$ cat config.mk
export PLATFORM = sky130hd
export DESIGN_NAME = bpa_cdiv
export DESIGN_NICKNAME = d
export VERILOG_FILES = /design/src/rtl/bpa_cdiv.sv
export SDC_FILE = /design/constraint.sdc
export NUM_CORES = 1
export LEC_CHECK = 0
export CORE_MARGIN = 4
export CORE_UTILIZATION = 37
export CTS_BUF_LIST = sky130_fd_sc_hd__clkbuf_4 sky130_fd_sc_hd__clkbuf_8
export DETAILED_ROUTE_END_ITERATION = 16
export DONT_BUFFER_PORTS = 1
export GPL_TIMING_DRIVEN = 1
export PLACE_DENSITY = 0.57
export SYNTH_ARGS = -nofsm -noshare
export SYNTH_HDL_FRONTEND = slang
export SYNTH_SLANG_ARGS = --single-unit
$ cat constraint.sdc
create_clock -name clk -period 0.8 [get_ports clk]
set_clock_uncertainty 0.1 [all_clocks]
set_input_delay 0.08 -clock clk [delete_from_list [all_inputs] [get_ports clk]]
set_output_delay 0.08 -clock clk [all_outputs]
set_load 0.05 [all_outputs]
$ cat src/rtl/bpa_cdiv.sv
// Division by a fixed power-of-two divisor as a registered shift and mask.
module bpa_cdiv #(
  parameter int DW      = 32,
  parameter int DIVISOR = 4096
) (
  input  logic                        clk,
  input  logic                        rst_n,
  input  logic                        start,
  input  logic [DW-1:0]               dividend,
  output logic                        done,
  output logic [DW-1:0]               quot,
  output logic [$clog2(DIVISOR)-1:0]  rem
);

  localparam int RW = $clog2(DIVISOR);

  logic            done_r, done_nxt;
  logic [DW-1:0]   quo_r, quo_nxt;
  logic [RW-1:0]   rem_r, rem_nxt;

  // The quotient is the dividend shifted down, the remainder its low bits.
  always_comb begin
    done_nxt = start;
    quo_nxt  = quo_r;
    rem_nxt  = rem_r;
    if (start) begin
      quo_nxt = dividend >> RW;
      rem_nxt = dividend[RW-1:0];
    end
  end

  always_ff @(posedge clk) begin
    if (!rst_n) begin
      done_r <= 1'b0;
    end else begin
      done_r <= done_nxt;
    end
    quo_r <= quo_nxt;
    rem_r <= rem_nxt;
  end

  assign done = done_r;
  assign quot = quo_r;
  assign rem  = rem_r;

endmodule

==> results.cfg <==
[power]
power.density_nw_per_um2 = 2070
p_leak_nw = 0.847
irDropWorstVdd_uv = 1650
finalPower_mw = 4.40

[critical_path]
cpPeakStageDelay_ns = 0.44
crit_path_max_fanout = 1
end_kind = output pin
worst_ep_required_time_ns = 0.62
critPathBufInv = 1
cp-start-kind = register
cp_data_arrival_time_ns = 0.95
critical_path.cell_chain = buf_12
crit_start = quot[0]$_DFFE_PP_
path_delay_family = flip-flops
worst_path_max_delay_cell = edfxtp_1
crit_type = reg2out

[sta]
hold_violations = 32
max_freq_mhz = 885
whs_ns = -0.251
finalCritPeriodShare_pct = 141
fin_ws_ns = -0.330
slew_viol_final = 0
finalSetupViolCount = 33
min_period_ns = 1.13
rsz0062_at_grt = true

[cells_and_area]
nets = 154
nFillCells = 151
layout-drive-gt1-share_pct = 35.0
layout_common_cells = 33 x dlygate4sd3_1, 33 x buf_12, 32 x edfxtp_1, 12 x conb_1, 6 x clkbuf_4
fin_area_um2 = 2130
antenna_cells = 0
syn_to_final_growth_pct = 97.0
instances_no_fill = 151

[place]
port_buffers = 0
placed_cell_area_um2 = 1730
place_ws_ns = 0.0343
gp_congestion = 0.656
detailed_place_hpwl_mm = 1.59
dpl.cell_count = 110

[status]
failed_checks = hold timing, setup timing
status = finished, violations left

[floorplanning]
io_pins = 80
die_area_um2 = 3850
row_count = 19
core_area_um2 = 2780
initial_utilization_pct = 38.9
die_y_um = 62.1
die_w_um = 62.1

[synthesis]
synth_top_area_share_pct = 88.9
syn_area_per_cell_um2 = 23.0
yosys_warnings = 0
netlist_instances = 47
synth_area_um2 = 1080
post-synth-top-area-cell = edfxtp_1
ys_seq_elements = 33
synth_area_leaders = edfxtp_1 89%, buf_4 8.3%, dfxtp_1 1.9%, and2_1 0.58%, conb_1 0.35%
ys_seq_area_share_pct = 90.7
synth_cell_type_count = 5

[hold_path]
hp-class = in2reg
hold_start = start

[global_routing]
grt_pass1_vias = 679
antenna_found_initial = 0
globalRouteOverflowTotal = 0
track_usage_pct = 13.5
grt_max_degree = 34
grt_first_pass_wirelength_mm = 3.27

[clock_tree]
clkTransAtPathRegs_ns = 0.10
cts_buffers = 5
htreeDepth = 2
holdBufCountCts = 33
clockRootBuffer = clkbuf_4
clock_path_buffers = 2
clock-sinks = 33
cts_tree = yes

[routing]
dr.pass1.iters = 2
vias = 638
routed_wirelength_mm = 2.39
ant_nets = 0
route.detailed.drc = 0
via_per_inst = 4.23
drt_iter0_drc = 5
wire_per_inst_um = 15.8

[job]
cap_violations = 0
-- stage by stage --
step | util [%] | TNS [ns] | hold slack (ns)
4_1_cts | 76.6 | -10.91 | -0.275
2_1_floorplan | - | 0 | 0.0789
5_1_grt | 76.6 | -11.65 | -0.286
6_report | 76.6 | -10.10 | -0.251
3_3_place_gp | 62.3 | 0 | 0.0789
3_5_place_dp | 62.3 | 0 | 0.0789
-- worst paths after layout --
path / cells past startpoint / endpoint / slack (ns)
worst max-delay path: 1 / quot[0] / -0.33
worst min-delay path: 0 / quot[12]$_DFFE_PP_ / -0.25
-- cells in the mapped netlist --
cell type,number
conb_1,1
buf_4,12
edfxtp_1,32
and2_1,1
dfxtp_1,1
-- layout make-up --
cell class                 instances  area [um^2]  share of cell area, %
sequential                        33          982                   46.1
clock inverter                     1         7.51                  0.353
tap                               31         38.8                   1.82
timing repair buffer              66          991                   46.5
clock buffer                       7         58.8                   2.76
multi-input combinational         13         51.3                   2.41
-- power breakdown --
part | internal [mW] | leakage (nW) | switching, mW | total, mW
logic | 0.584 | 0.490 | 0.667 | 1.25
registers | 2.05 | 0.322 | 0.109 | 2.16
clock network | 0.464 | 0.0349 | 0.528 | 0.992
total | 3.10 | 0.847 | 1.30 | 4.40
-- registers in the layout, summed over array words and instances, names as in the netlist --
name  cells
quot     20
rem      12
done      1
-- logic make-up after synthesis --
| kind of cell | after synthesis | share of synthesized area (%) |
|---|---|---|
| buffers and inverters | 12 | 8.33 |
| DFF | 33 | 90.7 |
| other | 1 | 0.347 |
| and+or+nand+nor | 1 | 0.579 |
-- routing by layer --
layer	GRT usage [%]	vias to the layer above	share of wire [%]
met4	10.9	0	2.8
met3	6.82	7	11
met5	0	-	0
met2	21.7	47	56
met1	12.7	291	30
li1	-	293	-
-- timing repair --
action,4_1_cts,5_1_grt
endpoints found under the hold margin,65,32
gates resized for setup,1,0
endpoints found under the setup margin,33,33
buffers inserted,0,0
Power figures use the tool's default switching activity.
