[config.mk]
export PLATFORM = sky130hd
export DESIGN_NAME = bpa_ram
export DESIGN_NICKNAME = d
export VERILOG_FILES = /design/src/rtl/bpa_ram.sv
export SDC_FILE = /design/constraint.sdc
export NUM_CORES = 2
export LEC_CHECK = 0
export BUFFER_PORTS_ARGS = -buffer_cell sky130_fd_sc_hd__buf_2
export CORE_MARGIN = 1
export CORE_UTILIZATION = 58
export CTS_CLUSTER_DIAMETER = 80
export DETAILED_ROUTE_END_ITERATION = 8
export PLACE_DENSITY = 0.74
export SYNTH_ARGS = -nofsm -noshare
export SYNTH_HDL_FRONTEND = slang
export SYNTH_SLANG_ARGS = --single-unit
[constraint.sdc]
create_clock -name clk -period 4 [get_ports clk]
set_clock_uncertainty 0.2 [all_clocks]
set_input_delay 0.2 -clock clk [delete_from_list [all_inputs] [get_ports clk]]
set_output_delay 0.2 -clock clk [all_outputs]
set_load 0.01 [all_outputs]
[src/rtl/bpa_ram.sv]
// Generic single-write, single-read RAM with a registered read port.
module bpa_ram #(
  parameter int WIDTH = 32,
  parameter int DEPTH = 128
) (
  input  logic                                      clk,
  input  logic                                      we,
  input  logic [((DEPTH > 1) ? $clog2(DEPTH) : 1)-1:0] waddr,
  input  logic [WIDTH-1:0]                          wdata,
  input  logic                                      re,
  input  logic [((DEPTH > 1) ? $clog2(DEPTH) : 1)-1:0] raddr,
  output logic [WIDTH-1:0]                          rdata
);

  logic [WIDTH-1:0] mem [DEPTH];
  logic [WIDTH-1:0] rdata_r;

  // Write port and registered read port.
  always_ff @(posedge clk) begin
    if (we) begin
      mem[waddr] <= wdata;
    end
    if (re) begin
      rdata_r <= mem[raddr];
    end
  end

  assign rdata = rdata_r;

endmodule

==> run metrics <==
Final #Nets 6,621; antenna violations before repair 60; final hold vios 0; yosys warns 0; Clock power frac 0.417; Max FO, Critical Path 32; sequential share of the synthesized area 0.792; leak pwr 55.1 nW; Fmax 319 MHz; Clock Tree Buf Depth 4; largest net degree at the start of global routing 105; Combinational Power Share 0.054; # setup viols final 0; clock sinks 4,128; H-tree depth 5; worst slew pin tran 1.35 ns; ordered list of cells on the worst path dlygate4sd3_1 > buf_2 > nor2_1 > nand4_1 > nor3_2 > buf_4; Iter 0 DRT Violations 13,000; row cnt 190; Syn-to-layout area delta 14.2%; CP Class in -> reg; status completed; Critical Path Start Type primary input; width of the die 522 µm; Post-Syn Instances 5,990; Netlist cell types 16; DR vias 74,800; P_sw 0.0192 W; Internal Pwr Total 0.0714 W; max cap viols 0; Die ar. 272,000 µm²; setup repair after global routing missed its margin no; critical path arrival 3.49 ns; Area contributors post-synth edfxtp_1, mux4_2, clkbuf_1, nor2_1, buf_2; Inserted Clock Buffers 400; Buffers on Ports 80; first-pass GRT wire length 595,000 µm; slowest stage cell, crit path nand4_1; min-delay src wdata[23]; cell taking the most area after synthesis edfxtp_1; post-synth top area share 0.792; CP required 4.36 ns; Pins Over Slew Limit 0; DP Wirelength 233,000 µm; Power, Total 0.0906 W; Global Route Usage Sum 0.323; setup TNS 0 ns; crit path launch waddr[3]; vias in the first global route 74,900; CP endpoint kind flop; Flop pwr share 0.529; final wirelength 438,000 µm; flops & latches, synth 4,128; crit-path leading delay family simple AND/OR/NAND/NOR gates; core area 268,000 µm²; setup bufs post-CTS 0; Sw Share 0.212; Final ANT Viol Nets 0; WL per Instance 41.9 µm; CP bufs+invs 3; worst-skew pair later-pin latency 1.05 ns; Die H 522 µm; hold crit path type in -> reg; CTS tree done; DRC 0; Peak VDD IR 0.484 mV; dpl ws 0.267 ns; Max-Slew Margin vs Limit 0.0997; IO Count 81; period utilization 0.784; layout cells sized above 1 0.364; synthesized area per cell 26.1 µm²; fin worst setup slack 0.865 ns; CTS clk-pin slew, worst paths 0.06 ns; Crit path largest cell delay 0.74 ns; Mapped Area 157,000 µm²; Initial Utilization 0.584; Final Critical Period 3.14 ns; Overflow after GRT 0; R2R Path Start mem[93][13]; drt pass-1 iters 5; PwrDens 506 nW/µm²; GP Congestion 0.841; Synth Net Count 6,039; CTS Root Cell clkbuf_16; via/cell ratio 7.14
==> placed cells by master (no fill, tap or decap) <==
cell type,synthesis,layout
clkbuf_16,0,404
edfxtp_1,4128,4128
nand2b_1,2,2
or3_1,1,1
nor2_1,122,3
clkinv_1,0,94
inv_16,0,4
dlygate4sd3_1,0,51
nor2b_1,7,7
clkinv_8,0,5
nand2_2,0,1
nand3_2,0,4
buf_8,0,3
nand4_1,3,3
clkbuf_1,182,65
buf_2,79,42
nand3_1,12,8
clkinvlp_4,0,15
clkinv_4,0,3
mux4_2,1344,1344
diode_2,0,38
buf_6,2,1
nor2_4,0,119
nand2_1,14,13
bufinv_16,0,50
buf_4,3,286
buf_12,0,113
nor3_2,0,9
clkinv_16,0,1
clkinv_2,0,69
inv_6,0,2
mux2_2,32,32
==> power by group through the flow <==
stage,registers (W),logic [W],clock network [W]
5_1_grt,0.0479,0.00495,0.0394
6_report,0.0480,0.00485,0.0378
3_5_place_dp,0.0489,0.00467,0
4_1_cts,0.0480,0.00478,0.0379
2_1_floorplan,0.0488,0.00231,0
3_3_place_gp,0.0489,0.00457,0
==> what timing repair did <==
item / 4_1_cts / 5_1_grt
endpoints found under the hold margin: 3549 / 0
hold buffers: 51 / 0
gates resized for setup: 0 / 0
==> final timing paths <==
path / to / slack [ns] / depth (start not counted)
setup reg to reg: rdata[13] / 1.02 / 4
setup / recovery: mem[102][6] / 0.86 / 6
hold reg to reg: rdata[31] / 1.05 / 4
hold / removal: mem[33][23] / 0.06 / 2
==> final cells by class <==
| class | instances | area, µm² |
|---|---|---|
| diodes | 38 | 95.1 |
| clock inverters | 243 | 2550 |
| well taps | 3552 | 4440 |
| repair buffers | 496 | 5190 |
| clock buffers | 469 | 10400 |
| flip-flops and latches | 4128 | 124000 |
| fillers | 15600 | 89300 |
| multi-input cells | 1546 | 32300 |
==> synth_stat cells <==
cell type  instances
nand2_1           14
nor2_1           122
nor2b_1            7
nor3_1             9
edfxtp_1        4128
clkbuf_1         182
mux4_2          1344
nand2b_1           2
mux2_2            32
nand4_1            3
or3_1              1
buf_6              2
buf_1             50
buf_2             79
nand3_1           12
buf_4              3
==> per-layer routing <==
metal  GRT usage  vias up  wire [µm]  part of all wire
met3      0.0820     1020      57100              0.13
li1            -    27600          -                 -
met4       0.170       28      26100             0.060
met1       0.426    39600     144000              0.33
met2       0.503     6505     211000              0.48
met5           0        -        174           0.00040
==> per-stage QoR <==
stage	util	std cells	hold WS [ns]	instance area [µm²]
3_5_place_dp	0.617	9671	0.494	165000
6_report	0.667	10500	0.0570	179000
3_3_place_gp	0.617	9671	0.478	165000
5_1_grt	0.667	10500	0.0242	179000
2_1_floorplan	-	5990	0.0989	157000
4_1_cts	0.667	10400	0.0185	179000
==> registers in the layout, indices dropped and copies added, names as in the netlist <==
signal / count
mem: 4096
rdata: 32
==> logic make-up after synthesis <==
kind of cell | Yosys count | share of synthesized area
DFF | 4128 | 0.792
muxes | 1376 | 0.196
buffers and inverters | 316 | 0.00837
and+or+nand+nor | 170 | 0.00445
Note: power is estimated with default switching activity, not from simulation.
